`config.mk`:
```
export PLATFORM = sky130hd
export DESIGN_NAME = modal_integrator_with_rms_top
export DESIGN_NICKNAME = d
export VERILOG_FILES = /design/src/rtl/mirms_pkg.sv /design/src/rtl/mirms_ram.sv /design/src/rtl/mirms_sqrt.sv /design/src/rtl/modal_integrator_with_rms_top.sv
export VERILOG_INCLUDE_DIRS = /design/src /design/src/rtl
export SDC_FILE = /design/constraint.sdc
export NUM_CORES = 2
export LEC_CHECK = 0
export BUFFER_PORTS_ARGS = -buffer_cell sky130_fd_sc_hd__buf_2
export CAP_MARGIN = 0
export CORE_ASPECT_RATIO = 0.8
export CORE_UTILIZATION = 60
export CTS_CLUSTER_DIAMETER = 80
export DETAILED_ROUTE_END_ITERATION = 16
export GPL_TIMING_DRIVEN = 0
export PLACE_DENSITY = 0.74
export SLEW_MARGIN = 20
export SYNTH_ARGS = -nofsm -noshare
export SYNTH_HDL_FRONTEND = slang
export SYNTH_HIERARCHICAL = 1
export SYNTH_SLANG_ARGS = --single-unit
```
`constraint.sdc`:
```
create_clock -name clk -period 10.3 [get_ports clk]
set_clock_uncertainty 0.05 [all_clocks]
set_input_delay 0.515 -clock clk [delete_from_list [all_inputs] [get_ports clk]]
set_output_delay 0.515 -clock clk [all_outputs]
set_load 0.02 [all_outputs]
```
`src/rtl/modal_integrator_with_rms_top_macros.svh`:
```
// Assertion macros for the modal integrator with RMS block.
`ifndef MODAL_INTEGRATOR_WITH_RMS_TOP_MACROS_SVH
`define MODAL_INTEGRATOR_WITH_RMS_TOP_MACROS_SVH

// Same-cycle implication, checked outside reset.
`define MIRMS_ASSERT_NOW(lbl, ante, cons, msg) \
  lbl: assert property (@(posedge clk) disable iff (!rst_n) (ante) |-> (cons)) else $error(msg);

// Next-cycle implication, checked outside reset.
`define MIRMS_ASSERT_NEXT(lbl, ante, cons, msg) \
  lbl: assert property (@(posedge clk) disable iff (!rst_n) (ante) |=> (cons)) else $error(msg);

`endif

```
`src/rtl/mirms_pkg.sv`:
```
// ----------------------------------------------------------------------------
// mirms_pkg
// Shared widths, constants, types and saturation helper for the modal
// integrator with RMS block.
// ----------------------------------------------------------------------------
`timescale 1ns / 1ps

package mirms_pkg;

  // Number of modes per frame; a power of two so the frame mean is a shift.
  localparam int NUM_MODES  = 32;
  localparam int MODE_W     = (NUM_MODES > 1) ? $clog2(NUM_MODES) : 1;
  localparam int MODE_SHIFT = $clog2(NUM_MODES);

  localparam int COEFF_W = 16;
  localparam int GAIN_W  = 16;
  localparam int DATA_W  = 24;
  localparam int MIDX_W  = 10;
  localparam int RMS_W   = 23;
  localparam int SUM_W   = 58;
  localparam int SQ_W    = 2 * DATA_W;
  localparam int PROD_W  = GAIN_W + 1 + DATA_W;
  localparam int WIDE_W  = PROD_W + 1;
  localparam int RAD_W   = 48;
  localparam int ROOT_W  = RAD_W / 2;

  localparam logic [GAIN_W-1:0] GAIN_RESET = 16'd16384;
  localparam logic [MODE_W-1:0] LAST_MODE  = MODE_W'(NUM_MODES - 1);

  localparam logic signed [WIDE_W-1:0] S24_MAX = WIDE_W'(64'sd8388607);
  localparam logic signed [WIDE_W-1:0] S24_MIN = WIDE_W'(-64'sd8388608);

  typedef struct packed {
    logic              en;
    logic [MODE_W-1:0] addr;
    logic [DATA_W-1:0] data;
  } corr_wr_t;

  function automatic logic signed [DATA_W-1:0] sat24(input logic signed [WIDE_W-1:0] v);
    logic signed [DATA_W-1:0] r;
    if (v > S24_MAX) begin
      r = S24_MAX[DATA_W-1:0];
    end else if (v < S24_MIN) begin
      r = S24_MIN[DATA_W-1:0];
    end else begin
      r = v[DATA_W-1:0];
    end
    return r;
  endfunction

endpackage

```
`src/rtl/mirms_ram.sv`:
```
// ----------------------------------------------------------------------------
// mirms_ram
// Per-mode correction store: one write and one registered read per cycle,
// with a valid bit per entry so that unwritten entries read as zero.
// ----------------------------------------------------------------------------
`timescale 1ns / 1ps

module mirms_ram (
  input  logic                          clk,
  input  logic                          rst_n,
  input  logic                          rd_en,
  input  logic [mirms_pkg::MODE_W-1:0]  rd_addr,
  output logic [mirms_pkg::DATA_W-1:0]  rd_data,
  input  mirms_pkg::corr_wr_t           wr
);

  logic [mirms_pkg::DATA_W-1:0]    mem [mirms_pkg::NUM_MODES];
  logic [mirms_pkg::NUM_MODES-1:0] vld_r;
  logic [mirms_pkg::DATA_W-1:0]    rd_data_r;
  logic                            rd_vld_r;

  always_ff @(posedge clk) begin
    if (wr.en) begin
      mem[wr.addr] <= wr.data;
    end
    if (rd_en) begin
      rd_data_r <= mem[rd_addr];
    end
  end

  always_ff @(posedge clk) begin
    if (!rst_n) begin
      vld_r    <= '0;
      rd_vld_r <= 1'b0;
    end else begin
      if (wr.en) begin
        vld_r[wr.addr] <= 1'b1;
      end
      if (rd_en) begin
        rd_vld_r <= vld_r[rd_addr];
      end
    end
  end

  // Entries not yet written since reset read as zero.
  assign rd_data = rd_vld_r ? rd_data_r : '0;

endmodule

```
`src/rtl/mirms_sqrt.sv`:
```
// ----------------------------------------------------------------------------
// mirms_sqrt
// Iterative floor square root, two radicand bits per cycle.
// ----------------------------------------------------------------------------
`timescale 1ns / 1ps

module mirms_sqrt (
  input  logic                          clk,
  input  logic                          rst_n,
  input  logic                          start,
  input  logic [mirms_pkg::RAD_W-1:0]   radicand,
  output logic                          busy,
  output logic                          done,
  output logic [mirms_pkg::ROOT_W-1:0]  root
);

  localparam int REM_W = mirms_pkg::ROOT_W + 2;
  localparam int CNT_W = $clog2(mirms_pkg::ROOT_W);

  logic [mirms_pkg::RAD_W-1:0]  rad_r;
  logic [REM_W-1:0]             rem_r;
  logic [mirms_pkg::ROOT_W-1:0] root_r;
  logic [CNT_W-1:0]             cnt_r;
  logic                         busy_r;
  logic                         done_r;

  logic [REM_W+1:0] rem_sh;
  logic [REM_W+1:0] trial;
  logic             fits;

  assign rem_sh = {rem_r, rad_r[mirms_pkg::RAD_W-1 -: 2]};
  assign trial  = (REM_W + 2)'({root_r, 2'b01});
  assign fits   = (rem_sh >= trial);

  always_ff @(posedge clk) begin
    if (!rst_n) begin
      busy_r <= 1'b0;
      done_r <= 1'b0;
      cnt_r  <= '0;
    end else begin
      done_r <= 1'b0;
      if (start) begin
        busy_r <= 1'b1;
        cnt_r  <= '0;
      end else if (busy_r) begin
        if (cnt_r == CNT_W'(mirms_pkg::ROOT_W - 1)) begin
          busy_r <= 1'b0;
          done_r <= 1'b1;
        end
        cnt_r <= cnt_r + 1'b1;
      end
    end
  end

  always_ff @(posedge clk) begin
    if (start) begin
      rad_r  <= radicand;
      rem_r  <= '0;
      root_r <= '0;
    end else if (busy_r) begin
      rad_r  <= {rad_r[mirms_pkg::RAD_W-3:0], 2'b00};
      rem_r  <= fits ? REM_W'(rem_sh - trial) : REM_W'(rem_sh);
      root_r <= {root_r[mirms_pkg::ROOT_W-2:0], fits};
    end
  end

  assign busy = busy_r;
  assign done = done_r;
  assign root = root_r;

endmodule

```
`src/rtl/modal_integrator_with_rms_top.sv`:
```
// ----------------------------------------------------------------------------
// modal_integrator_with_rms_top
// Modal integral controller: per-mode integrator with frame RMS of residual.
// ----------------------------------------------------------------------------
// One item is in flight at a time. After its input transfer, an ordinary mode
// passes through store read and residual, multiply, step, write-back and output
// load into the output register. The next input can transfer in the cycle after
// the output load. The last mode of a frame adds 24 square-root iterations and
// a hand-over step before its output load. The input stalls while an item is
// being worked. The output register holds a finished result, so the input side
// is free again while the sink stalls. A stalled sink with a result still
// waiting delays the output load for as long as it stalls. The correction
// store is a 32-entry memory with valid bits cleared at reset, so no clearing
// pass is needed.
`timescale 1ns / 1ps

module modal_integrator_with_rms_top (
  input  logic                              clk,
  input  logic                              rst_n,
  input  logic                              cfg_we,
  input  logic [mirms_pkg::GAIN_W-1:0]      cfg_wdata,
  input  logic                              in_valid,
  output logic                              in_stall,
  input  logic signed [mirms_pkg::COEFF_W-1:0] in_coeff,
  output logic                              out_valid,
  input  logic                              out_stall,
  output logic signed [mirms_pkg::DATA_W-1:0] out_step_out,
  output logic [mirms_pkg::MIDX_W-1:0]      out_mode_index,
  output logic [mirms_pkg::RMS_W-1:0]       out_rms_residual,
  output logic                              out_frame_end
);

  localparam int DW = mirms_pkg::DATA_W;
  localparam int WW = mirms_pkg::WIDE_W;

  localparam logic [2:0] S_IDLE = 3'd0;
  localparam logic [2:0] S_RES  = 3'd1;
  localparam logic [2:0] S_MUL  = 3'd2;
  localparam logic [2:0] S_STEP = 3'd3;
  localparam logic [2:0] S_WB   = 3'd4;
  localparam logic [2:0] S_SQRT = 3'd5;
  localparam logic [2:0] S_OUT  = 3'd6;

  logic [2:0] state_r, state_nxt;

  logic [mirms_pkg::GAIN_W-1:0]         gain_r;
  logic [mirms_pkg::MODE_W-1:0]         mode_cnt_r;
  logic [mirms_pkg::MODE_W-1:0]         mode_r;
  logic                                 last_r;
  logic signed [mirms_pkg::COEFF_W-1:0] coeff_r;
  logic signed [DW-1:0]                 corr_r;
  logic signed [DW-1:0]                 resid_r;
  logic signed [mirms_pkg::PROD_W-1:0]  prod_r;
  logic [mirms_pkg::SQ_W-1:0]           sq_r;
  logic signed [DW-1:0]                 step_r;
  logic [mirms_pkg::SUM_W-1:0]          total_r;
  logic [mirms_pkg::SUM_W-1:0]          sum_r;
  logic [mirms_pkg::RMS_W-1:0]          rms_r;

  logic                                 out_valid_r;
  logic signed [DW-1:0]                 out_step_r;
  logic [mirms_pkg::MIDX_W-1:0]         out_mode_r;
  logic [mirms_pkg::RMS_W-1:0]          out_rms_r;
  logic                                 out_end_r;

  logic                                 in_xfer;
  logic                                 out_xfer;
  logic                                 out_load;
  logic [DW-1:0]                        corr_rd;
  mirms_pkg::corr_wr_t                  corr_wr;

  logic signed [WW-1:0]                 resid_sum;
  logic signed [WW-1:0]                 neg_prod;
  logic signed [WW-1:0]                 step_wide;
  logic signed [WW-1:0]                 acc_sum;

  logic                                 sqrt_start;
  logic                                 sqrt_busy;
  logic                                 sqrt_done;
  logic [mirms_pkg::ROOT_W-1:0]         sqrt_root;
  logic [mirms_pkg::RAD_W-1:0]          mean_sq;

  assign in_stall = (state_r != S_IDLE);
  assign in_xfer  = in_valid && !in_stall;
  assign out_xfer = out_valid_r && !out_stall;
  assign out_load = (state_r == S_OUT) && (!out_valid_r || !out_stall);

  mirms_ram u_ram (
    .clk     (clk),
    .rst_n   (rst_n),
    .rd_en   (in_xfer),
    .rd_addr (mode_cnt_r),
    .rd_data (corr_rd),
    .wr      (corr_wr)
  );

  // Residual: coefficient plus stored correction, clamped.
  assign resid_sum = {{(WW - mirms_pkg::COEFF_W){coeff_r[mirms_pkg::COEFF_W-1]}}, coeff_r}
                   + {{(WW - DW){corr_rd[DW-1]}}, corr_rd};

  // Step: floor(-(gain * residual) / 2^15), clamped.
  assign neg_prod  = -{prod_r[mirms_pkg::PROD_W-1], prod_r};
  assign step_wide = neg_prod >>> 15;

  assign acc_sum = {{(WW - DW){corr_r[DW-1]}}, corr_r}
                 + {{(WW - DW){step_r[DW-1]}}, step_r};

  assign corr_wr.en   = (state_r == S_WB);
  assign corr_wr.addr = mode_r;
  assign corr_wr.data = mirms_pkg::sat24(acc_sum);

  assign sqrt_start = (state_r == S_WB) && last_r;
  assign mean_sq    = mirms_pkg::RAD_W'(total_r >> mirms_pkg::MODE_SHIFT);

  mirms_sqrt u_sqrt (
    .clk      (clk),
    .rst_n    (rst_n),
    .start    (sqrt_start),
    .radicand (mean_sq),
    .busy     (sqrt_busy),
    .done     (sqrt_done),
    .root     (sqrt_root)
  );

  always_comb begin
    state_nxt = state_r;
    unique case (state_r)
      S_IDLE: begin
        if (in_xfer) state_nxt = S_RES;
      end
      S_RES:  state_nxt = S_MUL;
      S_MUL:  state_nxt = S_STEP;
      S_STEP: state_nxt = S_WB;
      S_WB:   state_nxt = last_r ? S_SQRT : S_OUT;
      S_SQRT: begin
        if (sqrt_done) state_nxt = S_OUT;
      end
      S_OUT: begin
        if (out_load) state_nxt = S_IDLE;
      end
      default: state_nxt = S_IDLE;
    endcase
  end

  always_ff @(posedge clk) begin
    if (!rst_n) begin
      state_r     <= S_IDLE;
      gain_r      <= mirms_pkg::GAIN_RESET;
      mode_cnt_r  <= '0;
      sum_r       <= '0;
      out_valid_r <= 1'b0;
    end else begin
      state_r <= state_nxt;
      if (cfg_we) begin
        gain_r <= cfg_wdata;
      end
      if (in_xfer) begin
        mode_cnt_r <= (mode_cnt_r == mirms_pkg::LAST_MODE) ? '0 : mode_cnt_r + 1'b1;
      end
      // Restart the frame sum after the last mode.
      if (state_r == S_WB) begin
        sum_r <= last_r ? '0 : total_r;
      end
      if (out_load) begin
        out_valid_r <= 1'b1;
      end else if (out_xfer) begin
        out_valid_r <= 1'b0;
      end
    end
  end

  always_ff @(posedge clk) begin
    if (in_xfer) begin
      coeff_r <= in_coeff;
      mode_r  <= mode_cnt_r;
      last_r  <= (mode_cnt_r == mirms_pkg::LAST_MODE);
    end
    if (state_r == S_RES) begin
      corr_r  <= corr_rd;
      resid_r <= mirms_pkg::sat24(resid_sum);
    end
    if (state_r == S_MUL) begin
      prod_r <= $signed({1'b0, gain_r}) * resid_r;
      sq_r   <= resid_r * resid_r;
    end
    if (state_r == S_STEP) begin
      step_r  <= mirms_pkg::sat24(step_wide);
      total_r <= sum_r + {{(mirms_pkg::SUM_W - mirms_pkg::SQ_W){1'b0}}, sq_r};
    end
    if (state_r == S_WB) begin
      rms_r <= '0;
    end else if (sqrt_done) begin
      // Clamp the one root that overflows 23 bits.
      rms_r <= sqrt_root[mirms_pkg::ROOT_W-1:mirms_pkg::RMS_W] != '0 ? '1
             : sqrt_root[mirms_pkg::RMS_W-1:0];
    end
    if (out_load) begin
      out_step_r <= step_r;
      out_mode_r <= {{(mirms_pkg::MIDX_W - mirms_pkg::MODE_W){1'b0}}, mode_r};
      out_rms_r  <= rms_r;
      out_end_r  <= last_r;
    end
  end

  assign out_valid        = out_valid_r;
  assign out_step_out     = out_step_r;
  assign out_mode_index   = out_mode_r;
  assign out_rms_residual = out_rms_r;
  assign out_frame_end    = out_end_r;

`include "modal_integrator_with_rms_top_macros.svh"

  `MIRMS_ASSERT_NEXT(a_one_in_flight, in_xfer, in_stall, "input taken while an item is in flight")
  `MIRMS_ASSERT_NOW(a_end_on_last, out_valid && out_frame_end, out_mode_index == mirms_pkg::MIDX_W'(mirms_pkg::NUM_MODES - 1), "frame end on wrong mode")
  `MIRMS_ASSERT_NOW(a_rms_zero, out_valid && !out_frame_end, out_rms_residual == '0, "rms set outside frame end")
  `MIRMS_ASSERT_NOW(a_sqrt_idle, sqrt_start, !sqrt_busy, "square root restarted while busy")

endmodule

```
== Word level (Yosys, flattened, before mapping) ==
Memory sizes are Yosys's and may differ from the RTL's. A register that Yosys moved wholly into a read port is not among the register bits.
Cells that the tools add are included.
Storage, ports and cells
  bits in registers: 538
  bits in writable memories: 768
  word-level logic and storage cells: 105
  latch bits: 0
  memory bits (read-only): 0
  memories: 1
Operators by class
  equal/unequal tests: 11
  order comparisons: 10
  multipliers: 2
  divide/modulo/power cells: 0
  add/subtract/negate cells: 7
  reductions and logical operators: 16
  bitwise operators: 3
  mux-type cells: 28
  shift-type cells: 0
Memories
  u_ram.mem: words 32, width 24, rd ports 1, clocked after memory_dff 1, wr ports 1, RTL line mirms_ram.sv:17  | logic [mirms_pkg::DATA_W-1:0] mem [mirms_pkg::NUM_MODES];
Operator list (count)
  24-bit 2-to-1 mux: 5
  48-bit 2-to-1 mux: 2
  58-bit by 48-bit adder with 58-bit output: 1
  58-bit 2-to-1 mux: 1
  25-bit by 24-bit > comparator with 1-bit output, second input constant: 2
  25-bit by 24-bit less-than comparator with 1-bit output, second input constant: 2
  24-bit by 24-bit multiplier with 48-bit output: 1
  42-bit negator: 1
  17-bit by 24-bit multiplier with 41-bit output: 1
  32-bit bitwise OR: 1
  28-bit by 26-bit >= comparator with 1-bit output: 1
  27-bit by 24-bit > comparator with 1-bit output, second input constant: 1
  27-bit by 24-bit less-than comparator with 1-bit output, second input constant: 1
  26-bit 2-to-1 mux: 1
  26-bit subtractor: 1
  16-bit by 24-bit adder with 25-bit output: 1
  24-bit by 24-bit adder with 25-bit output: 1
  23-bit 2-to-1 mux: 1
  3-bit case mux with 7 select lines: 1
  5-bit by 6-bit less-than comparator with 1-bit output, second input constant: 2
  5-bit by 1-bit adder with 5-bit output, second input constant: 2
  5-bit == test, second input constant: 2
  1-bit 2-to-1 mux: 10
  3-bit == test, second input constant: 3
  other kinds (20): 32

== Logic depth before layout (Yosys ltp) ==
  word-level depth: 5
  gate-level depth with buffers: 27
  mapped depth without buffers: 25

== Cells and area by module ==
Netlist, hierarchy kept.
By module, submodules not included
  modal_integrator_with_rms_top: instances 1, cells each 5180, area each 51617.0 sq um
  mirms_ram: instances 1, cells each 1300, area each 31382.6 sq um
  mirms_sqrt: instances 1, cells each 594, area each 5894.4 sq um

== Worst setup path before layout ==
Ideal clock, no wire load.
  path kind: flip-flop to flip-flop
  start: register resid_r[23]
  end: register sq_r[47] (netlist bit), data pin
  period minus slack after synthesis: 7246 ps
  arrival time: 6933 ps
  path slack: 3054 ps
  stages on the path, launching flop included: 25
  path buffers: 3
  cells stage by stage: edfxtp_1 clkbuf_1 clkbuf_1 nand2_1 fa_1 inv_1 fa_1 inv_1 fa_1 fa_1 fa_1 inv_1 fa_1 fa_1 ha_1 clkbuf_1 a21o_1 a21o_1 a21o_1 a21o_1 a21o_1 a21oi_1 nor2b_1 a311oi_1 xnor2_1
Between the ends
  cells in the longest elaborated chain, start to end: 1
RTL lines
  start: declaration: RTL line modal_integrator_with_rms_top.sv:52  | logic signed [DW-1:0] resid_r;
  start signal: assignment: RTL line modal_integrator_with_rms_top.sv:180  | resid_r <= mirms_pkg::sat24(resid_sum);
  24-bit by 24-bit multiplier with 48-bit output: RTL line modal_integrator_with_rms_top.sv:184  | sq_r <= resid_r * resid_r;
  end signal: assignment: RTL line modal_integrator_with_rms_top.sv:184
  end: declaration: RTL line modal_integrator_with_rms_top.sv:54  | logic [mirms_pkg::SQ_W-1:0] sq_r;
Every way passes these cells.
A chain may end at the register's enable or synchronous reset.

== Final worst setup path ==
  start: register resid_r[20]
  end: register sq_r[44] (netlist bit), data pin
The elaborated chain is that of the path after synthesis.

==> impl_metrics.json <==
{
  "cts_made_buffers": 130,
  "critical_path_buf_inv_count": 7,
  "grt_pass1_wl_um": 370600,
  "grt.overflow.total": 0,
  "via_per_inst": 6.071,
  "first_iter_violations": 6307,
  "report.final.hold_viol_count": 0,
  "rr_worst_depth": 24,
  "r2r-start": "resid_r[20]",
  "io_pins": 97,
  "vias": 57400,
  "wirelength_um": 244900,
  "dieArea_um2": 149700,
  "drc_errors": 0,
  "drive_gt1_share_pct": 10.33,
  "arrival_ps": 9760,
  "antenna_left": 0,
  "final_net_count": 8723,
  "cts_setup_buffers": 0,
  "slowest_delay_ps": 880,
  "status": "finished, final reports clean",
  "first_pass_iters": 8,
  "hold_start": "cfg_wdata[4]",
  "cts_tree": "done",
  "worst_ep_required_time_ps": 10730,
  "placementRows": 125,
  "coreArea_um2": 146100,
  "timing.final.crit_share_pct": 90.52,
  "rsz0062_at_grt": "no",
  "netlist_area_um2": 88890,
  "slew_viol_final": 0,
  "cts.path.max_buffers": 3,
  "ys_seq_area_share_pct": 42.41,
  "finalSetupViolations": 0,
  "synthFlopType": "edfxtp_1",
  "critical_path.max_fanout": 10,
  "hold_buffers": 31,
  "cp_cell_sequence": "clkbuf_1, clkbuf_1, nand2_1, fa_1, fa_1, inv_1, fa_1, inv_1, fa_1, inv_1, fa_1, fa_1, inv_1, fa_1, inv_1, ha_1, nand2_1, nor3_1, a211oi_1, nor4_1, o31ai_1, a211oi_1, mux2i_1, o311ai_0",
  "worst_slack_ps": 976.2,
  "synthDistinctLibCells": 101,
  "cts_resized": 0,
  "die_x_um": 432.3,
  "critPathLaunchType": "flop",
  "dp_hpwl_um": 180700,
  "fin_tns_setup_ps": 0,
  "clk_pin_slew_worst_paths_ps": 70,
  "wl_per_cell_um": 25.90,
  "hold_depth": 3,
  "grt_pass1_vias": 59220,
  "die_h_um": 346.3,
  "r2r-end": "sq_r[44]",
  "holdCritPathClass": "in2reg",
  "end_kind": "flop",
  "maxSlewHeadroom_pct": 15.55,
  "fin_crit_ps": 9324,
  "cp_slowest_cell": "clkbuf_1",
  "pre_cts_ws_ps": 1180,
  "path_common_cell": "fa_1",
  "io_buffers": 90,
  "async_flop_share_pct": 0,
  "yosys_register_bits": 1319,
  "clkLatencyLatePin_ps": 780,
  "htreeDepth": 4,
  "synthCells": 7074,
  "hold_end": "gain_r[4]",
  "antenna_found_initial": 5,
  "max_freq_mhz": 107.3,
  "synthToLayoutAreaGrowth_pct": 9.826,
  "r2r_setup_slack_ps": 980,
  "place_congestion": 0.9875,
  "fillers": 10440,
  "grt_max_degree": 51,
  "tightest_slew_ps": 1267,
  "cp_top_family": "adder cells",
  "clock-sinks": 1319,
  "synth_edf_count": 1128,
  "crit_type": "reg2reg",
  "yosysWarnings": 6,
  "drv_cap": 0,
  "clockRootBuffer": "clkbuf_16",
  "initial_core_util_pct": 60.85,
  "syn_area_per_cell_um2": 12.57,
  "grt_use_total_pct": 33.60
}
## cell families (layout without fill, tap and decap cells)
logic type      after synthesis  count (layout)  share of synthesized area [%]
compound gates              809             809                          6.045
xor+xnor                    221             221                          2.177
fa+ha+maj                  1334            1334                          26.60
buf+inv                    1460            1867                          6.396
flops                      1319            1319                          42.41
mux                         387             387                          7.843
other cells                   1               7                       0.004219
simple gates               1543            1543                          8.530
## area by class of cell
| type | count | area (um2) | share of cell area, % |
|---|---|---|---|
| Clock inverter | 61 | 763.2 | 0.7818 |
| Tap cell | 1968 | 2462 | 2.522 |
| Multi-Input combinational cell | 4299 | 45810 | 46.92 |
| Timing Repair Buffer | 168 | 1674 | 1.715 |
| Sequential cell | 1319 | 37700 | 38.61 |
| Antenna cell | 2 | 5.005 | 0.005126 |
| Clock buffer | 178 | 3526 | 3.612 |
| Inverter | 1150 | 4319 | 4.424 |
| Buffer | 310 | 1378 | 1.411 |
## worst min-delay path, cell delays in order
cell     delay [ps]
buf_2           100
mux2i_1          70
nor2b_1         130
## per-stage QoR
| step | std cells | hold WS (ps) | utilization, % | cell area [um2] |
|---|---|---|---|---|
| 2_1_floorplan | 7078 | 358.6 | - | 88910 |
| 3_3_place_gp | 9136 | 368.0 | 62.86 | 91820 |
| 3_5_place_dp | 9183 | 366.9 | 63.67 | 93010 |
| 4_1_cts | 9453 | 2.721 | 66.82 | 97610 |
| 5_1_grt | 9453 | 50.82 | 66.83 | 97620 |
| 6_report | 9455 | 45.45 | 66.83 | 97630 |
## worst max-delay path by stage
stage                           start        to  slack, ps  depth (start not counted)
after floorplan           resid_r[23]  sq_r[47]       3050                         24
after global placement    resid_r[14]  sq_r[44]       1240                         24
after detailed placement  resid_r[14]  sq_r[44]       1180                         24
after CTS                 resid_r[14]  sq_r[38]       1140                         25
after global routing      resid_r[20]  sq_r[44]        810                         24
final                     resid_r[20]  sq_r[44]        980                         24
## sequential cells by signal, summed over array words and instances (netlist names), 16 cells and up
| register | flops |
|---|---|
| coeff_r | 16 |
| corr_r | 24 |
| gain_r | 16 |
| out_rms_residual | 23 |
| out_step_out | 24 |
| prod_r | 41 |
| resid_r | 24 |
| rms_r | 23 |
| sq_r | 47 |
| step_r | 24 |
| sum_r | 53 |
| total_r | 53 |
| u_ram/mem | 768 |
| u_ram/rd_data_r | 24 |
| u_ram/vld_r | 32 |
| u_sqrt/rad_r | 48 |
| u_sqrt/rem_r | 26 |
| u_sqrt/root | 24 |
## layer usage
layer	share of wire [%]	up-vias	global-route usage (%)	wire length [um]
li1	-	24470	-	-
met1	41	28740	49.74	99910
met2	42	3722	47.22	102500
met3	14	463	10.67	34050
met4	3.4	4	10.91	8447
met5	0.0090	-	0	22
## synthesized netlist by cell type (19+ instances only)
library cell	count	area [um2]
maj3_1	26	260.3
nand4_1	28	175.2
o21ai_0	102	510.5
nand2b_1	38	237.7
nor2b_1	61	381.6
clkbuf_1	253	949.7
o211ai_1	21	157.7
o21bai_1	19	142.6
a21boi_0	63	473.0
o22ai_1	28	175.2
mux2i_1	74	740.7
dfxtp_1	191	3824
and2_1	312	1952
nor3_1	45	225.2
and3_1	28	175.2
buf_6	19	214.0
fa_1	935	18720
xnor2_1	146	1279
mux2_2	72	810.8
a211oi_1	38	285.3
nand3b_1	61	457.9
ha_1	373	4667
nand2_1	584	2192
a21o_1	112	840.8
inv_1	1149	4313
o21a_1	74	555.5
nand3_1	59	295.3
edfxtp_1	1128	33870
xor2_1	75	656.9
mux4_2	240	5405
nor2_1	258	968.4
a21oi_1	204	1021
o21ai_1	24	120.1
## cell usage in the layout, fill, tap and decap left out, types with 146 or more instances in the layout
master / count
nor2_1: 225
and2_1: 312
clkbuf_1: 285
xnor2_1: 146
dfxtp_1: 191
a21oi_1: 204
edfxtp_1: 1128
ha_1: 373
inv_1: 1148
fa_1: 935
mux4_2: 240
nand2_1: 583
Power is not shown: default switching activity piles up to over one toggle a cycle in this logic, so the estimate is an artifact.
